## src/rtl/mono_block_frame_pixel_packer_assert.svh

```systemverilog
// Assertion macros shared by the frame pixel packer RTL.
// No dependencies; included by the modules that check their own logic.
`ifndef MONO_BLOCK_FRAME_PIXEL_PACKER_ASSERT_SVH
`define MONO_BLOCK_FRAME_PIXEL_PACKER_ASSERT_SVH

// Same-cycle implication, disabled during reset
`define MBFP_ASSERT(lbl, clk, rst, cond, check) \
   lbl: assert property (@(posedge clk) disable iff (rst) (cond) |-> (check)) \
      else $error("mbfp: same-cycle check failed");

// Next-cycle implication, disabled during reset
`define MBFP_ASSERT_NEXT(lbl, clk, rst, cond, check) \
   lbl: assert property (@(posedge clk) disable iff (rst) (cond) |=> (check)) \
      else $error("mbfp: next-cycle check failed");

`endif

```

## src/rtl/mbfp_pkg.sv

```systemverilog
// Package for the frame pixel packer: panel geometry, codes and the stage record.
// No dependencies.
`default_nettype none

package mbfp_pkg;

   // Panel geometry
   localparam int PANEL_WIDTH  = 400;
   localparam int PANEL_HEIGHT = 300;
   localparam int TILE_ROWS    = PANEL_HEIGHT / 4;
   localparam int FRAME_BYTES  = (PANEL_WIDTH / 2) * TILE_ROWS;
   localparam int ADDR_W       = $clog2(FRAME_BYTES);

   // Field and internal widths
   localparam int IN_COORD_W = 12;
   localparam int COORD_W    = 11;
   localparam int AREA_W     = 2 * COORD_W;
   localparam int IDX_W      = 20;
   localparam int COUNT_W    = 21;
   localparam int PIXEL_W    = 16;
   localparam int RADDR_W    = 17;
   localparam int KIND_W     = 2;
   localparam int STATUS_W   = 3;
   localparam int OP_W       = 3;

   localparam logic [PIXEL_W-1:0] WHITE_LEVEL = 16'h7fff;
   localparam logic signed [IN_COORD_W-1:0] WIDTH_S  = IN_COORD_W'(PANEL_WIDTH);
   localparam logic signed [IN_COORD_W-1:0] HEIGHT_S = IN_COORD_W'(PANEL_HEIGHT);

   // Request kinds
   localparam logic [KIND_W-1:0] KIND_BEGIN = 2'd0;
   localparam logic [KIND_W-1:0] KIND_PIXEL = 2'd1;
   localparam logic [KIND_W-1:0] KIND_READ  = 2'd2;

   // Response status codes
   localparam logic [STATUS_W-1:0] ST_ACCEPTED  = 3'd0;
   localparam logic [STATUS_W-1:0] ST_INVALID   = 3'd1;
   localparam logic [STATUS_W-1:0] ST_CHANGED   = 3'd2;
   localparam logic [STATUS_W-1:0] ST_UNCHANGED = 3'd3;
   localparam logic [STATUS_W-1:0] ST_STRAY     = 3'd4;
   localparam logic [STATUS_W-1:0] ST_READ      = 3'd5;

   // Operations carried from decode into the update stage
   localparam logic [OP_W-1:0] OP_NONE       = 3'd0;
   localparam logic [OP_W-1:0] OP_BEGIN_OK   = 3'd1;
   localparam logic [OP_W-1:0] OP_BEGIN_BAD  = 3'd2;
   localparam logic [OP_W-1:0] OP_PIXEL      = 3'd3;
   localparam logic [OP_W-1:0] OP_PIXEL_LAST = 3'd4;
   localparam logic [OP_W-1:0] OP_STRAY      = 3'd5;
   localparam logic [OP_W-1:0] OP_READ       = 3'd6;

   typedef struct packed {
      logic [OP_W-1:0]   op;
      logic [ADDR_W-1:0] addr;
      logic [7:0]        mask;
      logic              white;
      logic              in_range;
   } stage_type;

endpackage

`default_nettype wire

```

## src/rtl/mbfp_update.sv

```systemverilog
// Update stage: read-modify-write of the frame byte with write forwarding,
// change tracking and the response register. Uses mbfp_pkg.
`default_nettype none
`include "mono_block_frame_pixel_packer_assert.svh"

module mbfp_update
   import mbfp_pkg::*;
(
   input  wire logic                clock,
   input  wire logic                reset,
   input  wire logic                accept,
   input  wire stage_type           stage_in,
   input  wire logic [7:0]          rd_data,
   output logic                     s1_free,
   output logic                     wr_en,
   output logic      [ADDR_W-1:0]   wr_addr,
   output logic      [7:0]          wr_data,
   output logic                     rsp_valid,
   input  wire logic                rsp_ready,
   output logic      [STATUS_W-1:0] rsp_status,
   output logic      [7:0]          rsp_read_byte
);

   logic                s1_valid_ff;
   stage_type           s1_ff;
   logic                fwd_hit_ff;
   logic [7:0]          fwd_data_ff;
   logic                any_changed_ff, any_changed_in;
   logic                out_valid_ff;
   logic [STATUS_W-1:0] out_status_ff;
   logic [7:0]          out_byte_ff;

   logic [7:0]          cur_byte;
   logic [7:0]          new_byte;
   logic                changed;
   logic                has_rsp;
   logic [STATUS_W-1:0] status;
   logic [7:0]          byte_out;
   logic                is_pixel;
   logic                out_free;
   logic                s1_adv;

   // Byte being modified: forwarded if the previous write hit the same entry
   assign cur_byte = fwd_hit_ff ? fwd_data_ff : rd_data;
   assign new_byte = s1_ff.white ? (cur_byte | s1_ff.mask) : (cur_byte & ~s1_ff.mask);
   assign changed  = s1_ff.in_range && (new_byte != cur_byte);
   assign is_pixel = (s1_ff.op == OP_PIXEL) || (s1_ff.op == OP_PIXEL_LAST);

   // Result selection
   always_comb begin
      has_rsp        = 1'b1;
      status         = ST_ACCEPTED;
      byte_out       = 8'h00;
      any_changed_in = any_changed_ff;
      case (s1_ff.op)
         OP_BEGIN_OK: begin
            status         = ST_ACCEPTED;
            any_changed_in = 1'b0;
         end
         OP_BEGIN_BAD: status = ST_INVALID;
         OP_PIXEL: begin
            has_rsp        = 1'b0;
            any_changed_in = any_changed_ff | changed;
         end
         OP_PIXEL_LAST: begin
            any_changed_in = any_changed_ff | changed;
            status         = (any_changed_ff | changed) ? ST_CHANGED : ST_UNCHANGED;
         end
         OP_STRAY: status = ST_STRAY;
         OP_READ: begin
            status   = ST_READ;
            byte_out = s1_ff.in_range ? cur_byte : 8'h00;
         end
         default: has_rsp = 1'b0;
      endcase
   end

   // Stage advance and write back
   assign out_free = !out_valid_ff || rsp_ready;
   assign s1_adv   = s1_valid_ff && (!has_rsp || out_free);
   assign s1_free  = !s1_valid_ff || s1_adv;
   assign wr_en    = s1_adv && is_pixel && s1_ff.in_range;
   assign wr_addr  = s1_ff.addr;
   assign wr_data  = new_byte;

   always_ff @(posedge clock) begin
      if (reset) begin
         s1_valid_ff    <= 1'b0;
         fwd_hit_ff     <= 1'b0;
         any_changed_ff <= 1'b0;
         out_valid_ff   <= 1'b0;
      end else begin
         if (accept) begin
            s1_valid_ff <= 1'b1;
            fwd_hit_ff  <= wr_en && (wr_addr == stage_in.addr);
         end else if (s1_adv) begin
            s1_valid_ff <= 1'b0;
            fwd_hit_ff  <= 1'b0;
         end
         if (s1_adv) begin
            any_changed_ff <= any_changed_in;
         end
         if (s1_adv && has_rsp) begin
            out_valid_ff <= 1'b1;
         end else if (rsp_ready) begin
            out_valid_ff <= 1'b0;
         end
      end
   end

   // Payload registers
   always_ff @(posedge clock) begin
      if (accept) begin
         s1_ff       <= stage_in;
         fwd_data_ff <= wr_data;
      end
      if (s1_adv && has_rsp) begin
         out_status_ff <= status;
         out_byte_ff   <= byte_out;
      end
   end

   assign rsp_valid     = out_valid_ff;
   assign rsp_status    = out_status_ff;
   assign rsp_read_byte = out_byte_ff;

   // A forwarded byte always belongs to the request held in the stage
   `MBFP_ASSERT(a_fwd_with_stage, clock, reset, fwd_hit_ff, s1_valid_ff)
   // Only read responses carry frame data
   `MBFP_ASSERT(a_byte_only_on_read, clock, reset,
      out_valid_ff && out_status_ff != ST_READ, out_byte_ff == 8'h00)

endmodule

`default_nettype wire

```

## config.mk

```make
export PLATFORM = sky130hd
export DESIGN_NAME = mbfp_update
export DESIGN_NICKNAME = d
export VERILOG_FILES = /design/src/rtl/mbfp_pkg.sv /design/src/rtl/mbfp_update.sv
export VERILOG_INCLUDE_DIRS = /design/src /design/src/rtl
export SDC_FILE = /design/constraint.sdc
export NUM_CORES = 1
export LEC_CHECK = 0
export ABC_AREA = 1
export BUFFER_PORTS_ARGS = -buffer_cell sky130_fd_sc_hd__buf_2
export CORE_ASPECT_RATIO = 0.7
export CORE_MARGIN = 3
export CORE_UTILIZATION = 51
export CTS_CLUSTER_SIZE = 25
export DETAILED_ROUTE_END_ITERATION = 10
export GPL_TIMING_DRIVEN = 0
export MAX_ROUTING_LAYER = met4
export PLACE_DENSITY = 0.8
export SLEW_MARGIN = 20
export SYNTH_ARGS = -nofsm -noshare
export SYNTH_HDL_FRONTEND = slang
export SYNTH_SLANG_ARGS = --single-unit
```

## constraint.sdc

```tcl
create_clock -name clock -period 2.1 [get_ports clock]
set_input_delay 0.105 -clock clock [delete_from_list [all_inputs] [get_ports clock]]
set_output_delay 0.105 -clock clock [all_outputs]
set_load 0.02 [all_outputs]
```

Word-level counts from Yosys, hierarchy flattened
Index checks and enable logic that the tools add are counted.

Word-level logic and storage cells: 55. Input bits: 39. Output and inout bits: 36. Flip-flop bits (word level): 50.

Multiplexer cells: 11. Equal/unequal tests: 8. Reduce and logical (&&, ||, !) cells: 20. Bitwise logic cells: 4.

Operator list (number): 8-bit 2-to-1 mux (2); 14-bit == test (1); 3-bit one-hot mux with 4 select lines (1); 3-bit == test, second input constant (3); 8-bit bitwise AND (1); 8-bit inequality test (1); 8-bit inverter (1); 8-bit bitwise OR (1); 1-bit 2-to-1 mux (7); 3-bit by 2-bit == test with 1-bit output, second input constant (2); 1-bit logical AND (6); 2-bit nonzero test (3); 5-bit OR reduction (1); 1-bit logical OR (4); 2-bit AND reduction (2); 3-bit by 1-bit == test with 1-bit output, second input constant (1); 1-bit logical NOT (3); 1-bit one-hot mux with 2 select lines (1); 2-bit OR reduction (1); 1-bit bitwise OR (1).

Logic depth before layout (Yosys ltp)
Gate-level depths: netlist (run 1).

Depth in word-level cells: 10. Depth in mapped cells: 12. Gate-level depth less buffers: 11.

Least setup slack after synthesis (run 1)
No wires, ideal clock.

Kind: register to register. From: register s1_ff[25] (netlist name). To: register out_byte_ff[0] (netlist: rsp_read_byte[0]), enable pin. Setup time: 343 ps. Period minus slack after synthesis: 1480 ps. Cell stages (with the launch flop): 8. Arrival: 1137 ps. Path slack: 620 ps. Buffers on the path: 0. Data required time: 1757 ps. Cells stage by stage: edfxtp_1 > nand2_1 > nand3_1 > nand2_1 > inv_1 > nor2_2 > nand2_1 > inv_1.

Cells in the longest elaborated chain, start to end: 7. Elaborated cells on any way between the ends: 11. Those cells by class: 5 x eq/ne; 1 x mux; 5 x reduce/logical.

Ends and longest elaborated chain: from (decl) (RTL line mbfp_update.sv:25) `stage_type s1_ff;`; from (signal assigned) (RTL line mbfp_update.sv:114) `s1_ff <= stage_in;`; 3-bit == test (tied with other cells) (RTL line mbfp_update.sv:55) `case (s1_ff.op)`; 5-bit OR reduction (no source line) (*); 1-bit 2-to-1 mux (*) (RTL line mbfp_update.sv:55); 1-bit logical NOT (RTL line mbfp_update.sv:80) `assign s1_adv = s1_valid_ff && (!has_rsp || out_free);`; 1-bit logical OR (RTL line mbfp_update.sv:80); 1-bit logical AND (RTL line mbfp_update.sv:80); 1-bit logical AND (*) (RTL line mbfp_update.sv:117) `if (s1_adv && has_rsp) begin`; to (signal assigned) (RTL line mbfp_update.sv:119) `out_byte_ff <= byte_out;`; to (decl) (RTL line mbfp_update.sv:31) `logic [7:0] out_byte_ff;`.

Mark *: on every way between the ends. The rest lies on a longest branch, timed or not. A chain may end at the register's enable or synchronous reset.

Worst setup path in the final report (run 1)
From: register s1_ff[25] (netlist name). To: register out_byte_ff[3] (netlist: rsp_read_byte[3]), enable pin.

Same word-level chain as after synthesis.

==> summary.md, run 1 <==
| Metric | Value |
|---|---|
| Status | finished clean |
| Inserted Clock Buffers | 5 |
| Mapped Nets | 302 |
| CP startpoint | s1_ff[25]$_DFFE_PP_ |
| Combinational family with the most area after synthesis | simple AND/OR/NAND/NOR gates |
| TritonCTS clock tree | built |
| Starting Density | 54.1% |
| Routed WL | 5160 microns |
| YS warnings | 0 |
| CP Class | flop to flop |
| Final Critical Period | 1.78 ns |
| Pwr/cell area | 702 nW/um^2 |
| Synthesized area per cell | 9.16 sq um |
| Async SR Flop Fraction | 0% |
| WL per Instance | 12.2 microns |
| Initial antenna violation count | 0 |
| Vias | 1,984 |
| Remaining global-route overflow | 0 |
| Startpoint of the worst hold path | stage_in[23] |
| Largest net degree at the start of global routing | 39 |
| Clock sink total | 50 |
| Root Driver | clkbuf_8 |
| Vias in the first global route | 1,865 |
| DIE AREA | 5600 sq um |
| Clock Path Buffers | 2 |
| Final Core Density | 71.8% |
| Critical R2R Launch | s1_ff[25]$_DFFE_PP_ |
| Seq/Total Area, Yosys | 60.6% |
| Top cells by count, synth | 98 x nand2_1, 46 x edfxtp_1, 32 x inv_1, 23 x nor2_1, 15 x buf_4 |
| # diodes | 0 |
| Compound-Gate Fraction of Synth Area | 3.48% |
| DRT antenna net count | 0 |
| Startpoint type of the worst setup path | flop |
| Largest cells by area after synthesis | edfxtp_1 57%, nand2_1 15%, inv_1 5.0% |
| Synth Area in Simple Gates | 24.0% |
| Placeable core region | 4450 sq um |
| DP HPWL | 3600 microns |
| Post-synth top area share | 57.3% |
| Multiplexer share of the synthesized area | 0% |
| Synthesized area | 2410 sq um |
| Tcrit/Tclk final | 84.6% |
| Placed insts | 392 |
| Synth Register Bits | 50 |
| Data arrival time of the worst path | 1.72 ns |
| R2R setup slack | 0.32 ns |
| DRT iter0 DRCs | 180 |
| First-pass GRT wire length | 8320 microns |
| Share of cells above drive strength 1 | 29.3% |
| I/O pin count | 75 |
| # Post-CTS Setup Buffers | 0 |
| Slew Viols, Final | 0 |
| Synth area leader | edfxtp_1 |
| DRC | 0 |
| Crit path max fanout | 12 |
| Fill count | 334 |
| Sum Neg Setup Slack | 0 ns |
| Core Rows | 20 |
| RSZ-0062 raised after global routing | no |
| Post-Synth XOR/XNOR Area | 1.09% |
| P_leak | 1.57 nW |
| Worst-path clk slew | 0.08 ns |
| VDD IR max | 0.391 mV |
| Max_cap viols | 0 |
| Adder-cell area share of the yosys netlist | 0% |
| Least-Margin Pin Slew | 0.807 ns |
| GPL Wtd Cong | 0.810 |
| Fmax | 0.563 GHz |
| DR vias/cell | 4.68 |
| Total track usage | 20.3% |
| Die X | 88.2 microns |
| FF-to-FF path depth | 7 |
| Finished Layout Cells | 424 |
| Post-synth EDFFs | 46 |
| Skew final | 0.00329 ns |
| Crit path to | rsp_read_byte[3]$_SDFFCE_PN0P_ |
| Port Buffer Count | 74 |
| Worst r2r dst | rsp_read_byte[3]$_SDFFCE_PN0P_ |
| Data required, critical path | 2.04 ns |
| Most numerous cell in the Yosys netlist | nand2_1 |
| Die Y | 63.5 microns |
| Ys flop type | edfxtp_1 |
| Setup-failing EPs final | 0 |
| Pre-Repair DR Iteration Count | 4 |
| Max transition margin | 46.2% |
| Final net count | 407 |
| CTS H-tree lvls | 2 |
| Final hold vios | 0 |
| Post-synth cell types | 18 |
| Area Growth Syn to Fin | 32.7% |
| Worst hold path class | input pin to flop |
| Clk_lat worst skew | 0.30 ns |
| CP endpoint kind | flop |
| Mapped Cells | 263 |
[cell usage in the layout, fill, tap and decap left out, drive strengths merged]
cell,netlist,layout
inv,34,34
nand4,1,1
dlygate4sd3,0,24
clkbuf,0,5
clkinv,0,2
edfxtp,46,46
a21oi,9,9
nand3,14,14
xnor2,3,3
buf,16,90
o21ai,7,7
dfxtp,4,4
nor2,24,24
bufinv,0,1
nand2,104,104
nor3,1,1
[metrics by stage]
step	area, sq um	hold WS [ns]	setup slack, ns	power [mW]
after floorplan	2410	0.174	0.620	1.44
after global placement	2850	0.281	0.347	1.57
after detailed placement	2850	0.283	0.329	1.58
after CTS	3160	0.0000308	0.315	2.26
after global routing	3200	-0.00524	0.110	2.37
final	3200	0.0125	0.323	2.25
[how the worst min path moves through the flow]
| stage | cells after the start | end |
|---|---|---|
| after floorplan | 1 | s1_valid_ff$_SDFFE_PP0P_ |
| after global placement | 1 | s1_ff[25]$_DFFE_PP_ |
| after detailed placement | 1 | s1_ff[26]$_DFFE_PP_ |
| after CTS | 1 | wr_addr[9]$_DFFE_PP_ |
| after global routing | 1 | wr_addr[7]$_DFFE_PP_ |
| final | 1 | wr_addr[13]$_DFFE_PP_ |
[worst max-delay path: stages (launching register included)]
cell and delay, ns:
edfxtp_1 0.43, nand2_1 0.13, nand3_1 0.12, nand2_1 0.12, inv_1 0.07, nor2_2 0.12, nand2_1 0.06, inv_1 0.38
[power by group]
part	internal [mW]	switching [mW]
combinational	0.166	0.227
clock	0.351	0.303
sequential	1.17	0.0336
[state kept, by name, summed over array words and instances, names as in the netlist]
signal	count
fwd_hit_ff	1
s1_ff	13
rsp_read_byte	8
s1_valid_ff	1
wr_addr	14
rsp_valid	1
rsp_status	3
any_changed_ff	1
fwd_data_ff	8
[repair_timing]
item,CTS,global route
hold endpoints to repair,20,4
hold buffers,20,4
resized for setup,0,0
[final cells by class]
type | instances | area, sq um | area share, %
clock buffers | 5 | 68.8 | 2.15
multi-input cells | 163 | 689 | 21.6
inverters | 34 | 135 | 4.23
clock inverters | 3 | 40.0 | 1.25
flip-flops and latches | 50 | 1460 | 45.7
repair buffers | 98 | 611 | 19.1
well taps | 55 | 68.8 | 2.15
plain buffers | 16 | 124 | 3.87
[metal layers]
layer	vias up	track usage [%]	part of all wire [%]
met5	-	-	0
met4	0	6.79	0.91
met1	867	26.6	46
li1	1032	-	-
met2	81	30.5	47
met3	4	5.88	6.9
[logic make-up (layout without fill, tap and decap cells)]
family,count (synthesis),after routing
XOR/XNOR,3,3
AO/OA/AOI/OAI,16,16
flip-flops,50,50
AND/OR/NAND/NOR,144,144
buffers and inverters,50,156
Note: power is estimated with default switching activity, not from simulation.
==> run 2: changes to the inputs <==
Clock period 2.1 ns to 1.75 ns, I/O delays scaled along.
==> summary.md, run 2 (synthesis results as in run 1) <==
| Metric | Value |
|---|---|
| DR vias/cell | 4.70 (+0.39%) |
| Fmax | 0.601 GHz (+6.8%) |
| Port Buffer Count | 74 (unchanged) |
| First-pass GRT wire length | 8550 microns (+2.7%) |
| Fill count | 318 (-4.8%) |
| Most common cell after layout, fill and taps aside | nand2_1 |
| Worst-path clk slew | 0.09 ns (about the same) |
| Sequential power share | 52.9% (-0.5 points) |
| Clock Path Buffers | 2 (unchanged) |
| P_leak | 1.60 nW (+2.2%) |
| Final net count | 416 (+2.2%) |
| Setup-failing EPs final | 0 (unchanged) |
| Die X | 88.2 microns (unchanged) |
| CP endpoint kind | flop |
| Final hold vios | 0 (unchanged) |
| Crit path max fanout | 7 (-5) |
| Share of cells above drive strength 1 | 30.4% (+1.2 points) |
| Max incr delay on CP | 0.39 ns (-0.04 ns) |
| DRT antenna net count | 0 (unchanged) |
| Data required, critical path | 1.77 ns (-0.27 ns) |
| DIE AREA | 5600 sq um (unchanged) |
| CP max stage cell | edfxtp_1 |
| Total track usage | 20.8% (+0.48 points) |
| Crit path max-delay family | simple AND/OR/NAND/NOR gates |
| Hold depth | 4 (+3) |
| Commonest non-fill, non-tap cells in the layout | 98 x nand2_1, 74 x buf_2, 46 x edfxtp_1 |
| Remaining global-route overflow | 0 (unchanged) |
| Data arrival time of the worst path | 1.68 ns (-0.04 ns) |
| Core Rows | 20 (unchanged) |
| Startpoint type of the worst setup path | flop |
| FF-to-FF path depth | 9 (+2) |
| Status | finished clean |
| # diodes | 0 (unchanged) |
| Area Growth Syn to Fin | 36.2% |
| Crit. path cell count | 9 (+2) |
| DRC | 0 (unchanged) |
| Tcrit/Tclk final | 95.1% (+10 points) |
| Most frequent CP cell | nand2_1 |
| Starting Density | 54.1% (unchanged) |
| CP Cell Sequence | inv_1, nand2_1, nand3_1, nand2_1, inv_1, nor2_2, nand2_1, clkinvlp_4, buf_4 |
| Vias in the first global route | 1,917 (+2.8%) |
| Final instance area | 3280 sq um (+2.7%) |
| R2R setup slack | 0.09 ns (-0.24 ns) |
| Largest net degree at the start of global routing | 39 (unchanged) |
| Die Y | 63.5 microns (unchanged) |
| Root Driver | clkbuf_8 |
| DP Area | 2850 sq um (unchanged) |
| Gr busiest metal | met2 |
| CTS H-tree lvls | 2 (unchanged) |
| Least-Margin Pin Slew | 0.830 ns (+0.0225 ns) |
| Met2 Use GR | 31.6% (+1.1 points) |
| VDD IR max | 0.480 mV (+23%) |
| GR Util met3 | 5.88% (unchanged) |
| Clk_lat worst skew | 0.30 ns (about the same) |
| Met1 Usage GRT | 27.0% (+0.43 points) |
| Routed WL | 5330 microns (+3.3%) |
| Crit path buffers/inverters | 4 (+2) |
| Internal power | 2.03 mW (+21%) |
| Switching share of power | 25.2% (+0.15 points) |
| Max_cap viols | 0 (unchanged) |
| DRT iter0 DRCs | 199 (+11%) |
| Worst hold path class | input pin to flop |
| WL per Instance | 12.3 microns (+1.1%) |
| Clock sink total | 50 (unchanged) |
| TritonCTS clock tree | built |
| Clk pwr share | 29.0% (about the same) |
| DP HPWL | 3600 microns (unchanged) |
| Inserted Clock Buffers | 5 (unchanged) |
| Slew Viols, Final | 0 (unchanged) |
| Initial antenna violation count | 0 (unchanged) |
| Pre-Repair DR Iteration Count | 4 (unchanged) |
| Pwr/cell area | 829 nW/um^2 (+18%) |
| Logic pwr share | 18.1% (+0.6 points) |
| CP Class | flop to flop |
| Skew final | 0.00230 ns (-0.000986 ns) |
| GPL Wtd Cong | 0.810 (unchanged) |
| I/O pin count | 75 (unchanged) |
| Final Critical Period | 1.66 ns (-0.114 ns) |
| Placeable core region | 4450 sq um (unchanged) |
| Switching power | 0.686 mW (+22%) |
| Max FFs per register | 14 (unchanged) |
| Vias | 2,034 (+2.5%) |
| Total power | 2.72 mW (+21%) |
| Max transition margin | 44.7% (-1.5 points) |
[run 2: changes by cell type in the layout (fill, tap and decap cells not counted), sizes merged]
cell / delta
dlygate4sd3: +4
buf: +5
clkinvlp: +1
inv: -1
[run 2: repair_timing]
action                                  4_1_cts  5_1_grt
gates resized for setup                       1        2
setup buffers                                 0        5
endpoints found under the setup margin       11       13
pin swaps                                     0        1
cloned                                        0        0
hold endpoints to repair                     30        0
hold buffers                                 28        0
[run 2: worst paths after layout]
check | start | end
max | s1_ff[25]$_DFFE_PP_ | rsp_read_byte[0]$_SDFFCE_PN0P_
min | rsp_ready | rsp_valid$_SDFFE_PP0P_
max reg2reg | s1_ff[25]$_DFFE_PP_ | rsp_read_byte[0]$_SDFFCE_PN0P_
min reg2reg | any_changed_ff$_SDFFE_PP0P_ | any_changed_ff$_SDFFE_PP0P_
[run 2: worst min-delay path, stage by stage]
cell	delay [ns]
buf_2	0.08
nor2_1	0.05
nor2_1	0.09
nor2_1	0.04
[run 2: final cells by class]
cell class | instances | area (sq um) | area share [%]
clock inverters | 3 | 40.0 | 1.22
well taps | 55 | 68.8 | 2.10
inverters | 34 | 139 | 4.23
plain buffers | 16 | 124 | 3.77
clock buffers | 5 | 68.8 | 2.10
flip-flops and latches | 50 | 1460 | 44.5
multi-input cells | 163 | 693 | 21.1
repair buffers | 107 | 688 | 21.0
[run 2: metal layers]
layer	share of wire, %	routed length (microns)
met5	0	0
met3	6.7	355
met1	44	2370
met2	48	2540
met4	1.1	60
[run 2: power by group through the flow]
stage	Clock [mW]	Sequential [mW]	Combinational [mW]
after floorplan	0	1.48	0.252
after global placement	0	1.46	0.421
after detailed placement	0	1.47	0.429
after CTS	0.803	1.44	0.479
after global routing	0.864	1.45	0.548
final	0.789	1.44	0.492
[run 2: per-stage QoR]
step	instances	util [%]	worst slack, ns	hold WS, ns	TNS (ns)
2_1_floorplan	263	-	0.270	0.157	0
3_3_place_gp	392	64.0	-0.00318	0.264	-0.0298
3_5_place_dp	392	64.0	-0.0211	0.266	-0.226
4_1_cts	428	72.8	0.0741	0.0821	0
5_1_grt	433	73.7	-0.0287	0.114	-0.210
6_report	433	73.7	0.0865	0.0909	0
