--- config.mk ---
export PLATFORM = sky130hd
export DESIGN_NAME = mbfp_area_ctrl
export DESIGN_NICKNAME = d
export VERILOG_FILES = /design/src/rtl/mbfp_pkg.sv /design/src/rtl/mbfp_area_ctrl.sv
export VERILOG_INCLUDE_DIRS = /design/src /design/src/rtl
export SDC_FILE = /design/constraint.sdc
export NUM_CORES = 1
export LEC_CHECK = 0
export BUFFER_PORTS_ARGS = -buffer_cell sky130_fd_sc_hd__buf_2
export CELL_PAD_IN_SITES_DETAIL_PLACEMENT = 1
export CELL_PAD_IN_SITES_GLOBAL_PLACEMENT = 1
export CORE_UTILIZATION = 46
export CTS_CLUSTER_DIAMETER = 150
export DETAILED_ROUTE_END_ITERATION = 8
export HOLD_SLACK_MARGIN = 0.08
export PLACE_DENSITY_LB_ADDON = 0.1
export SLEW_MARGIN = 0
export SYNTH_ARGS = -nofsm -noshare
export SYNTH_HDL_FRONTEND = slang
export SYNTH_SLANG_ARGS = --single-unit
--- constraint.sdc ---
create_clock -name clock -period 11.4 [get_ports clock]
set_input_delay 0.57 -clock clock [delete_from_list [all_inputs] [get_ports clock]]
set_output_delay 0.57 -clock clock [all_outputs]
set_load 0.01 [all_outputs]
--- src/rtl/mono_block_frame_pixel_packer_assert.svh ---
// Assertion macros shared by the frame pixel packer RTL.
// No dependencies; included by the modules that check their own logic.
`ifndef MONO_BLOCK_FRAME_PIXEL_PACKER_ASSERT_SVH
`define MONO_BLOCK_FRAME_PIXEL_PACKER_ASSERT_SVH

// Same-cycle implication, disabled during reset
`define MBFP_ASSERT(lbl, clk, rst, cond, check) \
   lbl: assert property (@(posedge clk) disable iff (rst) (cond) |-> (check)) \
      else $error("mbfp: same-cycle check failed");

// Next-cycle implication, disabled during reset
`define MBFP_ASSERT_NEXT(lbl, clk, rst, cond, check) \
   lbl: assert property (@(posedge clk) disable iff (rst) (cond) |=> (check)) \
      else $error("mbfp: next-cycle check failed");

`endif

--- src/rtl/mbfp_pkg.sv ---
// Package for the frame pixel packer: panel geometry, codes and the stage record.
// No dependencies.
`default_nettype none

package mbfp_pkg;

   // Panel geometry
   localparam int PANEL_WIDTH  = 400;
   localparam int PANEL_HEIGHT = 300;
   localparam int TILE_ROWS    = PANEL_HEIGHT / 4;
   localparam int FRAME_BYTES  = (PANEL_WIDTH / 2) * TILE_ROWS;
   localparam int ADDR_W       = $clog2(FRAME_BYTES);

   // Field and internal widths
   localparam int IN_COORD_W = 12;
   localparam int COORD_W    = 11;
   localparam int AREA_W     = 2 * COORD_W;
   localparam int IDX_W      = 20;
   localparam int COUNT_W    = 21;
   localparam int PIXEL_W    = 16;
   localparam int RADDR_W    = 17;
   localparam int KIND_W     = 2;
   localparam int STATUS_W   = 3;
   localparam int OP_W       = 3;

   localparam logic [PIXEL_W-1:0] WHITE_LEVEL = 16'h7fff;
   localparam logic signed [IN_COORD_W-1:0] WIDTH_S  = IN_COORD_W'(PANEL_WIDTH);
   localparam logic signed [IN_COORD_W-1:0] HEIGHT_S = IN_COORD_W'(PANEL_HEIGHT);

   // Request kinds
   localparam logic [KIND_W-1:0] KIND_BEGIN = 2'd0;
   localparam logic [KIND_W-1:0] KIND_PIXEL = 2'd1;
   localparam logic [KIND_W-1:0] KIND_READ  = 2'd2;

   // Response status codes
   localparam logic [STATUS_W-1:0] ST_ACCEPTED  = 3'd0;
   localparam logic [STATUS_W-1:0] ST_INVALID   = 3'd1;
   localparam logic [STATUS_W-1:0] ST_CHANGED   = 3'd2;
   localparam logic [STATUS_W-1:0] ST_UNCHANGED = 3'd3;
   localparam logic [STATUS_W-1:0] ST_STRAY     = 3'd4;
   localparam logic [STATUS_W-1:0] ST_READ      = 3'd5;

   // Operations carried from decode into the update stage
   localparam logic [OP_W-1:0] OP_NONE       = 3'd0;
   localparam logic [OP_W-1:0] OP_BEGIN_OK   = 3'd1;
   localparam logic [OP_W-1:0] OP_BEGIN_BAD  = 3'd2;
   localparam logic [OP_W-1:0] OP_PIXEL      = 3'd3;
   localparam logic [OP_W-1:0] OP_PIXEL_LAST = 3'd4;
   localparam logic [OP_W-1:0] OP_STRAY      = 3'd5;
   localparam logic [OP_W-1:0] OP_READ       = 3'd6;

   typedef struct packed {
      logic [OP_W-1:0]   op;
      logic [ADDR_W-1:0] addr;
      logic [7:0]        mask;
      logic              white;
      logic              in_range;
   } stage_type;

endpackage

`default_nettype wire

--- src/rtl/mbfp_area_ctrl.sv ---
// Request decode: rectangle checks, raster cursor and frame address generation.
// Uses mbfp_pkg; feeds the update stage and the frame RAM read port.
`default_nettype none
`include "mono_block_frame_pixel_packer_assert.svh"

module mbfp_area_ctrl
   import mbfp_pkg::*;
(
   input  wire logic                         clock,
   input  wire logic                         reset,
   input  wire logic                         accept,
   input  wire logic        [KIND_W-1:0]     req_kind,
   input  wire logic signed [IN_COORD_W-1:0] req_x_first,
   input  wire logic signed [IN_COORD_W-1:0] req_y_first,
   input  wire logic signed [IN_COORD_W-1:0] req_x_last,
   input  wire logic signed [IN_COORD_W-1:0] req_y_last,
   input  wire logic        [COUNT_W-1:0]    req_pixel_total,
   input  wire logic        [PIXEL_W-1:0]    req_pixel_value,
   input  wire logic        [RADDR_W-1:0]    req_read_address,
   output stage_type                         stage
);

   logic [COORD_W-1:0] cursor_col_ff, cursor_col_in;
   logic [COORD_W-1:0] cursor_row_ff, cursor_row_in;
   logic [COORD_W-1:0] area_left_ff, area_left_in;
   logic [COORD_W-1:0] area_right_ff, area_right_in;
   logic [COORD_W-1:0] area_bottom_ff, area_bottom_in;
   logic               area_active_ff, area_active_in;

   logic signed [IN_COORD_W-1:0] span_x;
   logic signed [IN_COORD_W-1:0] span_y;
   logic [COORD_W-1:0] rect_w;
   logic [COORD_W-1:0] rect_h;
   logic [AREA_W-1:0]  rect_area;
   logic               rect_bad;
   logic               count_ok;
   logic [COORD_W-1:0] flip_row;
   logic [IDX_W-1:0]   pix_idx;
   logic               pix_in_range;
   logic               pix_last;
   logic               rd_in_range;

   // Rectangle checks for begin requests
   assign rect_bad = (req_x_first < 0) || (req_y_first < 0) ||
                     (req_x_last < req_x_first) || (req_y_last < req_y_first) ||
                     (req_x_last >= WIDTH_S) || (req_y_last >= HEIGHT_S);
   assign span_x    = req_x_last - req_x_first;
   assign span_y    = req_y_last - req_y_first;
   assign rect_w    = span_x[COORD_W-1:0] + COORD_W'(1);
   assign rect_h    = span_y[COORD_W-1:0] + COORD_W'(1);
   assign rect_area = AREA_W'(rect_w) * AREA_W'(rect_h);
   assign count_ok  = (AREA_W'(req_pixel_total) == rect_area);

   // Tile address of the cursor pixel, rows flipped vertically
   assign flip_row     = COORD_W'(PANEL_HEIGHT - 1) - cursor_row_ff;
   assign pix_idx      = IDX_W'(cursor_col_ff[COORD_W-1:1]) * IDX_W'(TILE_ROWS) +
                         IDX_W'(flip_row[COORD_W-1:2]);
   assign pix_in_range = (pix_idx < IDX_W'(FRAME_BYTES));
   assign pix_last     = (cursor_col_ff >= area_right_ff) &&
                         (cursor_row_ff >= area_bottom_ff);
   assign rd_in_range  = (req_read_address < RADDR_W'(FRAME_BYTES));

   // Request decode and cursor advance
   always_comb begin
      stage          = '0;
      cursor_col_in  = cursor_col_ff;
      cursor_row_in  = cursor_row_ff;
      area_left_in   = area_left_ff;
      area_right_in  = area_right_ff;
      area_bottom_in = area_bottom_ff;
      area_active_in = area_active_ff;
      unique case (req_kind)
         KIND_BEGIN: begin
            area_active_in = 1'b0;
            stage.op       = OP_BEGIN_BAD;
            if (!rect_bad && count_ok) begin
               area_active_in = 1'b1;
               area_left_in   = req_x_first[COORD_W-1:0];
               area_right_in  = req_x_last[COORD_W-1:0];
               area_bottom_in = req_y_last[COORD_W-1:0];
               cursor_col_in  = req_x_first[COORD_W-1:0];
               cursor_row_in  = req_y_first[COORD_W-1:0];
               stage.op       = OP_BEGIN_OK;
            end
         end
         KIND_PIXEL: begin
            if (!area_active_ff) begin
               stage.op = OP_STRAY;
            end else begin
               stage.op       = pix_last ? OP_PIXEL_LAST : OP_PIXEL;
               stage.in_range = pix_in_range;
               stage.addr     = pix_in_range ? pix_idx[ADDR_W-1:0] : '0;
               stage.mask     = 8'h80 >> {flip_row[1:0], cursor_col_ff[0]};
               stage.white    = (req_pixel_value >= WHITE_LEVEL);
               if (pix_last) begin
                  area_active_in = 1'b0;
               end else if (cursor_col_ff >= area_right_ff) begin
                  cursor_col_in = area_left_ff;
                  cursor_row_in = cursor_row_ff + COORD_W'(1);
               end else begin
                  cursor_col_in = cursor_col_ff + COORD_W'(1);
               end
            end
         end
         KIND_READ: begin
            stage.op       = OP_READ;
            stage.in_range = rd_in_range;
            stage.addr     = rd_in_range ? req_read_address[ADDR_W-1:0] : '0;
         end
         default: begin
            stage.op = OP_NONE;
         end
      endcase
   end

   always_ff @(posedge clock) begin
      if (reset) begin
         cursor_col_ff  <= '0;
         cursor_row_ff  <= '0;
         area_left_ff   <= '0;
         area_right_ff  <= '0;
         area_bottom_ff <= '0;
         area_active_ff <= 1'b0;
      end else if (accept) begin
         cursor_col_ff  <= cursor_col_in;
         cursor_row_ff  <= cursor_row_in;
         area_left_ff   <= area_left_in;
         area_right_ff  <= area_right_in;
         area_bottom_ff <= area_bottom_in;
         area_active_ff <= area_active_in;
      end
   end

   // Cursor stays inside the open rectangle
   `MBFP_ASSERT(a_cursor_in_area, clock, reset, area_active_ff,
      cursor_col_ff >= area_left_ff && cursor_col_ff <= area_right_ff &&
      cursor_row_ff <= area_bottom_ff)
   // Last pixel closes the area
   `MBFP_ASSERT_NEXT(a_last_closes, clock, reset,
      accept && stage.op == OP_PIXEL_LAST, !area_active_ff)

endmodule

`default_nettype wire

## Yosys cells after proc, flatten, opt, wreduce, memory -nomap -nowiden

Index checks and enable logic that the tools add are counted.

- Register bits: 56
- Bits of input ports: 107

- Add/subtract/negate cells: 8
- $mul: 2
- Magnitude comparators: 11
- Equal/unequal tests: 7
- Shift-type cells: 1
- Multiplexer cells: 24
- Reductions and logical operators: 14

Operators with widths:

| cell | number |
|---|---|
| $mux W11 | 8 |
| $add A11 B1 Y11 const B | 4 |
| $pmux W11 S2 | 2 |
| $mux W14 | 2 |
| $pmux W14 S2 | 1 |
| $ge A12 B10 Y1 const B | 2 |
| $lt A12 B1 Y1 const B | 2 |
| $lt A12 B12 Y1 | 2 |
| $mux W24 | 1 |
| $eq A21 B22 Y1 | 1 |
| $ge A11 B11 Y1 | 2 |
| $mul A11 B11 Y22 | 1 |
| $sub A11 B11 Y11 | 2 |
| $add A17 B9 Y18 | 1 |
| $lt A18 B14 Y1 const B | 1 |
| $lt A17 B14 Y1 const B | 1 |
| $mul A10 B7 Y17 const B | 1 |
| $ge A16 B15 Y1 const B | 1 |
| $sub A9 B11 Y11 const A | 1 |
| $mux W9 | 1 |
| $pmux W3 S3 | 1 |
| $ne A2 B2 Y1 const B | 4 |
| $shr A8 B3 Y8 const A | 1 |
| $mux W3 | 2 |
| 14 further kinds | 22 |

## Longest topological paths before layout

Gate-level depths: netlist of the first run.

- Depth after elaboration: 10
- Mapped depth: 36
- Mapped depth without buffers: 32

## Worst setup path after synthesis of the first run

Ideal clock, no wire load.

- Kind: in2out
- From: input req_x_first[1]
- To: output stage[24] in the netlist's numbering
- Data arrival time: 7.926 ns
- Setup slack: 2.904 ns
- Stages on the path: 32
- Buffers on the path: 2
- Path through: inv_1 ha_1 inv_1 ha_1 fa_1 nor2b_1 o21ai_0 a21oi_1 o21ai_0 nand2b_1 a21o_1 a21oi_1 xnor2_1 clkbuf_1 and2_1 fa_1 inv_1 fa_1 fa_1 fa_1 inv_1 fa_1 ha_1 buf_2 nand2_1 o211a_1 o31ai_1 o31ai_1 xor2_1 or4_4 or3_1 a21oi_1

RTL lines:

| item | line | text |
|---|---|---|
| start, declared | mbfp_area_ctrl.sv:13 | `input wire logic signed [IN_COORD_W-1:0] req_x_first,` |
| end, declared | mbfp_area_ctrl.sv:20 | `output stage_type stage` |

==> results of run 1 <==
-- through the flow --
| step | utilization (%) | cells |
|---|---|---|
| 4_1_cts | 51.5 | 1836 |
| 5_1_grt | 51.6 | 1837 |
| 2_1_floorplan | - | 1415 |
| 6_report | 51.6 | 1837 |
| 3_5_place_dp | 50.9 | 1828 |
| 3_3_place_gp | 50.9 | 1828 |
-- layout make-up --
type | count | share of cell area (%)
repair buffers | 142 | 5.83
diodes | 1 | 0.0199
well taps | 324 | 3.22
inverters | 240 | 7.16
clock inverters | 2 | 0.308
flip-flops and latches | 56 | 8.92
clock buffers | 6 | 1.02
multi-input cells | 1066 | 73.5
-- flip-flops by register name (all words and copies together) (netlist names) --
register / count
cursor_row_ff: 11
area_left_ff: 11
area_active_ff: 1
area_bottom_ff: 11
cursor_col_ff: 11
area_right_ff: 11
-- cells in the mapped netlist, drive strengths merged, types with 25 or more instances --
| library cell | n |
|---|---|
| inv | 240 |
| mux2i | 41 |
| a21oi | 59 |
| nor2 | 105 |
| ha | 182 |
| xor2 | 31 |
| dfxtp | 56 |
| nand3 | 25 |
| o21ai | 55 |
| clkbuf | 41 |
| fa | 110 |
| and2 | 53 |
| nand2 | 116 |
| xnor2 | 45 |
-- logic make-up after synthesis --
group | share of synthesized area, %
multiplexers | 3.87
AO/OA/AOI/OAI | 14.7
flip-flops | 9.76
AND/OR/NAND/NOR | 17.1
buffers and inverters | 9.78
XOR/XNOR | 5.80
adder cells (fa/ha/maj) | 39.0
-- critical path: cells and delay by family --
kind | cells | cell delay, ps
AND/OR/NAND/NOR | 7 | 1910
buffers and inverters | 6 | 480
XOR/XNOR | 2 | 840
AO/OA/AOI/OAI | 8 | 1090
adder cells (fa/ha/maj) | 9 | 4040
-- metal layers --
metal,part of all wire (%),up-vias
met4,0.98,0
met2,45,243
met1,50,5152
li1,-,4904
met5,0,-
met3,4.5,29
-- worst max-delay path by stage --
stage,start,end,slack [ps],cells past startpoint
floorplan,req_x_first[1],stage[24],2900,32
global placement,req_x_first[1],cursor_col_ff[4],1920,33
detailed placement,req_y_first[1],cursor_col_ff[4],1730,33
CTS,req_y_first[1],stage[24],1840,33
global route,req_y_first[1],stage[24],1390,33
finish,req_y_first[1],stage[24],1870,32
==> results.txt, run 1 <==
----------------------------------------------------
[Global route]
  Via count of the first global-routing pass ... 10708
  Pin count of the biggest net entering global routing ... 49
  Met3 Usage GRT ... a little under 3%
  All-layer global routing usage ... 28.3%
  Grt peak-use layer ... met2
  Wire length of the first global-routing pass ... 57.3 mm
  Initial antenna violation count ... 1
  GR Util met2 ... 45.4%
  GRT overflow ... 0
  Met1 global-route usage ... 42.1%

[Clocking]
  Post-cts sizing count ... 0
  Clock tree buffer depth ... 2
  H-tree level count ... 2
  Clk root buf ... clkbuf_16
  Clock sink count ... 56
  Post-CTS setup-driven buffer insertion count ... 0
  Hold-fix buffers at CTS ... 0
  Num CTS Buffers ... 5
  Skew-Pair Late Insertion Delay ... 300 ps
  TritonCTS clock tree ... yes
  Clock Pin Slew Worst Setup and Hold Paths ... 80 ps

[Logic synthesis]
  Number of enable flip-flop cells after synthesis ... 0
  Number of synthesis warnings ... 0
  Synth unique cells ... 68
  Cell type contributing the most total cell area after synthesis ... ha_1
  Mean cell area of the mapped netlist ... 8.12 µm²
  Portion of synthesized cell area occupied by the leading cell type ... 19.8%
  Flip-flop and latch count after synthesis ... 56
  Synthesized Nets ... 1814
  Async S/R FF share, synth ... 0%
  Cell area after synthesis ... around 11000 µm²
  Sequential area share after synthesis ... 9.76%
  Top cells by area in the synthesized netlist ... ha_1 20%, fa_1 19%, dfxtp_1 9.8%
  Gate count of the mapped netlist ... 1415
  Top flip-flop cell by instance count after synthesis ... dfxtp_1

[Placement]
  Total placed instance area ... 12400 µm²
  Worst-case setup slack after placement ... 1730 ps
  HPWL Detailed ... between 30 and 40 mm
  Port bufs ... 133
  Global placer's final weighted congestion ... 0.879

[Die]
  Die Y-Extent ... 160 µm
  Core footprint ... 24400 µm²
  Area of the die ... 25600 µm²
  Effective utilization at floorplan ... 47.1%
  Row count ... 57
  Horizontal die dimension ... 160 µm
  IO Count ... 134

[Detailed routing]
  Routed Wire Length ... 35.5 mm
  Routed wirelength normalized by instance count ... 19.3 µm
  Detailed-route vias per instance ... 5.62
  Remaining routing DRC violations ... 0
  Total via count after detailed routing ... 10328
  Iteration-0 DRC Markers ... 619
  DR pass1 iterations ... 5
  Routed Antenna Nets ... 0

[Worst hold path]
  Depth of the worst hold-timing path ... 2
  Worst-case hold path end point ... area_right_ff[4]
  Worst min-delay path startpoint ... area_right_ff[4]
  Class of the tightest hold or removal check ... flip-flop to flip-flop

[Critical path]
  Worst EP required ... roughly 11000 ps
  Endpoint of the most critical register-to-register path ... cursor_row_ff[8]
  Reg2Reg Depth ... 11
  Highest net fanout along the worst path ... 11
  Cell type with the highest occurrence count on the critical path ... fa_1
  Kind of critical path ... input port to output port
  Launch point of the worst reg-to-reg path ... cursor_col_ff[0]
  Kind of end point of the critical path ... output port
  Register-to-register setup slack ... 7580 ps
  Largest stage delay on the critical path ... ~670 ps
  CP startpoint kind ... input port
  Slowest stage cell, crit path ... xnor2_1
  Arrival time of the worst setup path ... approximately 9000 ps

[Finish]
  Most frequent cells in the layout ... 240 x inv_1, 182 x ha_1, 133 x buf_2
  Final instance area ... ~13000 µm²
  Total area of multi-input combinational cells ... 9240 µm²
  Net count of the finished layout ... 1910
  Share of layout cells above drive strength 1 ... between 10 and 15%
  Area used by sequential logic in the layout ... 1120 µm²
  Leading cell type in the layout, fill and taps excluded ... inv_1
  Fillers ... 3058
  Layout Area Growth over Synthesis ... 9.50%

[Timing]
  Normalized max-slew margin ... 17.1%
  Final WS setup ... 1870 ps
  Final setup viols ... 0
  Final worst path period need ... approximately 9500 ps
  Number of pins exceeding their max-slew limit in the final report ... 0
  Max frequency ... 105 MHz
  Final critical-path share of the clock period ... 83.6%
  Worst slew pin tran ... 1230 ps
  RSZ-0062 raised after global routing ... false
  Max Clock Skew ... 8.86 ps
  Aggregate negative setup slack ... 0 ps
  Number of hold violations in the final report ... 0
  Hold WS ... 498 ps

[Job]
  Count of maximum capacitance violations ... 0

[Status]
  Outcome ... completed

----------------------------------------------------
Power of run 1 is left out: the tool's default activity adds up to more than one toggle a clock period on the data nets, which glitch-free logic cannot reach.
==> run 2, diff against run 1 <==
--- a/config.mk
+++ b/config.mk
@@ -9,7 +9,7 @@
 export BUFFER_PORTS_ARGS = -buffer_cell sky130_fd_sc_hd__buf_2
 export CELL_PAD_IN_SITES_DETAIL_PLACEMENT = 1
 export CELL_PAD_IN_SITES_GLOBAL_PLACEMENT = 1
-export CORE_UTILIZATION = 46
+export CORE_UTILIZATION = 42
 export CTS_CLUSTER_DIAMETER = 150
 export DETAILED_ROUTE_END_ITERATION = 8
 export HOLD_SLACK_MARGIN = 0.08
==> constraint.sdc (replaced) <==
create_clock -name clock -period 8.2 [get_ports clock]
set_input_delay 0.41 -clock clock [delete_from_list [all_inputs] [get_ports clock]]
set_output_delay 0.41 -clock clock [all_outputs]
set_load 0.01 [all_outputs]
==> run 2 against run 1 <==
Compared with the run above: the flow now finishes with violations (setup timing); count of clock-buffer cells in the layout unchanged; worst setup slack worse by 1900 ps; register-to-register slack got worse by 3300 ps; sequential share of layout area fell by 1.1 points; via count increased by 5.0%; core utilization rose by 1.5 points; wire length grew 8.5%; critical path depth did not move; clock skew hardly changed; worst hold slack worse by 110 ps.
==> results.txt, run 2 (synthesized netlist as in run 1, its figures left out) <==
----------------------------------------------------
[Detailed routing]
  Routed wirelength normalized by instance count ... 19.2 µm (-0.53%)
  Remaining routing DRC violations ... 0 (unchanged)
  Routed Antenna Nets ... 0 (unchanged)
  Detailed-route vias per instance ... 5.41 (-3.8%)
  DR pass1 iterations ... 5 (unchanged)
  Iteration-0 DRC Markers ... 507 (-18%)
  Total via count after detailed routing ... 10841 (+5.0%)
  Routed Wire Length ... 38.5 mm (+8.5%)

[Global route]
  Initial antenna violation count ... 0 (-1)
  Wire length of the first global-routing pass ... 61.7 mm (+7.8%)
  Pin count of the biggest net entering global routing ... 49 (unchanged)
  GRT overflow ... 0 (unchanged)
  All-layer global routing usage ... 27.8% (-0.52 points)
  Via count of the first global-routing pass ... 11458 (+7.0%)

[Critical path]
  Launch point of the worst reg-to-reg path ... cursor_col_ff[0]
  Number of buffer and inverter instances along the worst setup path ... 6 (unchanged)
  Endpoint of the most critical register-to-register path ... cursor_row_ff[8]
  CP startpoint kind ... input port
  Number of stages on the worst setup path ... 32 (unchanged)
  CP endpoint ... stage[24]
  Slowest stage cell, crit path ... or4_4
  Launch point of the critical path ... req_x_first[1]
  Arrival time of the worst setup path ... 7860 ps (-1100 ps)
  Highest net fanout along the worst path ... 5 (-6)
  Kind of end point of the critical path ... output port
  Reg2Reg Depth ... 11 (unchanged)
  Register-to-register setup slack ... 4320 ps (-3260 ps)
  Category of cells accounting for the largest share of critical-path delay ... adder cells
  Kind of critical path ... input port to output port
  Worst EP required ... 7790 ps (-3040 ps)
  Cell type with the highest occurrence count on the critical path ... fa_1
  Largest stage delay on the critical path ... 610 ps (-60 ps)

[Timing]
  Number of hold violations in the final report ... 0 (unchanged)
  Final setup viols ... 1 (+1)
  Normalized max-slew margin ... 15.5% (-1.6 points)
  RSZ-0062 raised after global routing ... true
  Worst slew pin tran ... 1250 ps (+23.8 ps)
  Number of pins exceeding their max-slew limit in the final report ... 0 (unchanged)
  Max frequency ... about 120 MHz
  Final WS setup ... -73.2 ps (-1940 ps)
  Final worst path period need ... approximately 8300 ps
  Max Clock Skew ... 8.80 ps (-0.0593 ps)
  Hold WS ... 385 ps (-113 ps)
  Aggregate negative setup slack ... -73.2 ps (-73.2 ps)
  Final critical-path share of the clock period ... 101%

[Die]
  Horizontal die dimension ... 167 µm (+4.6%)
  IO Count ... 134 (unchanged)
  Core footprint ... 26900 µm² (+10%)
  Die Y-Extent ... 167 µm (+4.6%)
  Effective utilization at floorplan ... 42.7% (-4.4 points)
  Area of the die ... 28000 µm² (+9.4%)
  Row count ... 60 (+5.3%)

[Clocking]
  H-tree level count ... 2 (unchanged)
  Clock tree buffer depth ... 2 (unchanged)
  Clock sink count ... 56 (unchanged)
  TritonCTS clock tree ... yes
  Hold-fix buffers at CTS ... 0 (unchanged)
  Clk root buf ... clkbuf_16
  Num CTS Buffers ... 5 (unchanged)
  Clock Pin Slew Worst Setup and Hold Paths ... 80 ps (about the same)
  Skew-Pair Late Insertion Delay ... 300 ps (about the same)

[Status]
  Outcome ... complete, but fails checks
  Violated checks ... setup timing

[Finish]
  Layout Area Growth over Synthesis ... 24.2%
  Net count of the finished layout ... 2061 (+7.9%)
  Final standard cell count with taps included and fillers excluded ... 2004 (+9.1%)
  Share of layout cells above drive strength 1 ... 23.5% (+12 points)
  ANT cells ... 0 (-1)
  Most frequent cells in the layout ... 233 x inv_1, 164 x ha_1, 152 x buf_4
  Leading cell type in the layout, fill and taps excluded ... inv_1

[Job]
  Count of maximum capacitance violations ... 0 (unchanged)

[Placement]
  Global placer's final weighted congestion ... 0.858 (-2.4%)
  Port bufs ... 133 (unchanged)
  Worst-case setup slack after placement ... -533 ps (-2270 ps)
  Inst Count DP ... 1976 (+8.1%)
  HPWL Detailed ... 32.1 mm (+6.7%)

[Worst hold path]
  Class of the tightest hold or removal check ... input port to flip-flop

----------------------------------------------------
## run 2: changes by cell type in the layout (fill, tap and decap cells not counted), sizes merged
cell    previous run  this run
clkinv             0         1
bufinv             1         0
buf              142       293
diode              1         0
## run 2: repair_timing
action                     4_1_cts  5_1_grt
pin swaps                       34       66
resized for setup               49       54
setup buffers                    5       15
setup endpoints to repair       53       52
## run 2: worst min-delay path by stage
stage	to	cells past startpoint	start	slack (ps)
after floorplan	area_left_ff[4]	2	area_left_ff[4]	450
after global placement	area_bottom_ff[5]	2	area_bottom_ff[5]	470
after detailed placement	area_left_ff[3]	2	area_left_ff[3]	480
after CTS	area_left_ff[8]	3	req_x_first[8]	390
after global routing	area_left_ff[6]	3	req_x_first[6]	400
final	area_left_ff[4]	3	req_x_first[4]	380
## run 2: final cells by class
cell class	instances	area, µm²
Tap cell	341	427
Inverter	240	906
Clock inverter	2	13.8
Clock buffer	6	139
Fill cell	3311	12600
Sequential cell	56	1120
Timing Repair Buffer	293	1950
Multi-Input combinational cell	1066	9710
## run 2: worst min-delay path: stages
cell	delay, ps
buf_2	100
mux2i_1	70
nor2_1	80
## run 2: per-stage QoR
| stage | utilization, % | cell area [µm²] |
|---|---|---|
| CTS | 51.8 | 13900 |
| global placement | 50.1 | 13500 |
| global route | 53.1 | 14300 |
| finish | 53.1 | 14300 |
| detailed placement | 50.1 | 13500 |
| floorplan | - | 11500 |
## run 2: metal layers
layer / vias to the layer above / wire length, µm / track usage (%)
li1: 5203 / - / -
met1: 5370 / 18800 / 40.4
met2: 248 / 17500 / 44.8
met3: 20 / 1820 / 3.88
met4: 0 / 360 / 3.27
met5: - / 0 / 0
Power of run 2 is left out for the same reason.
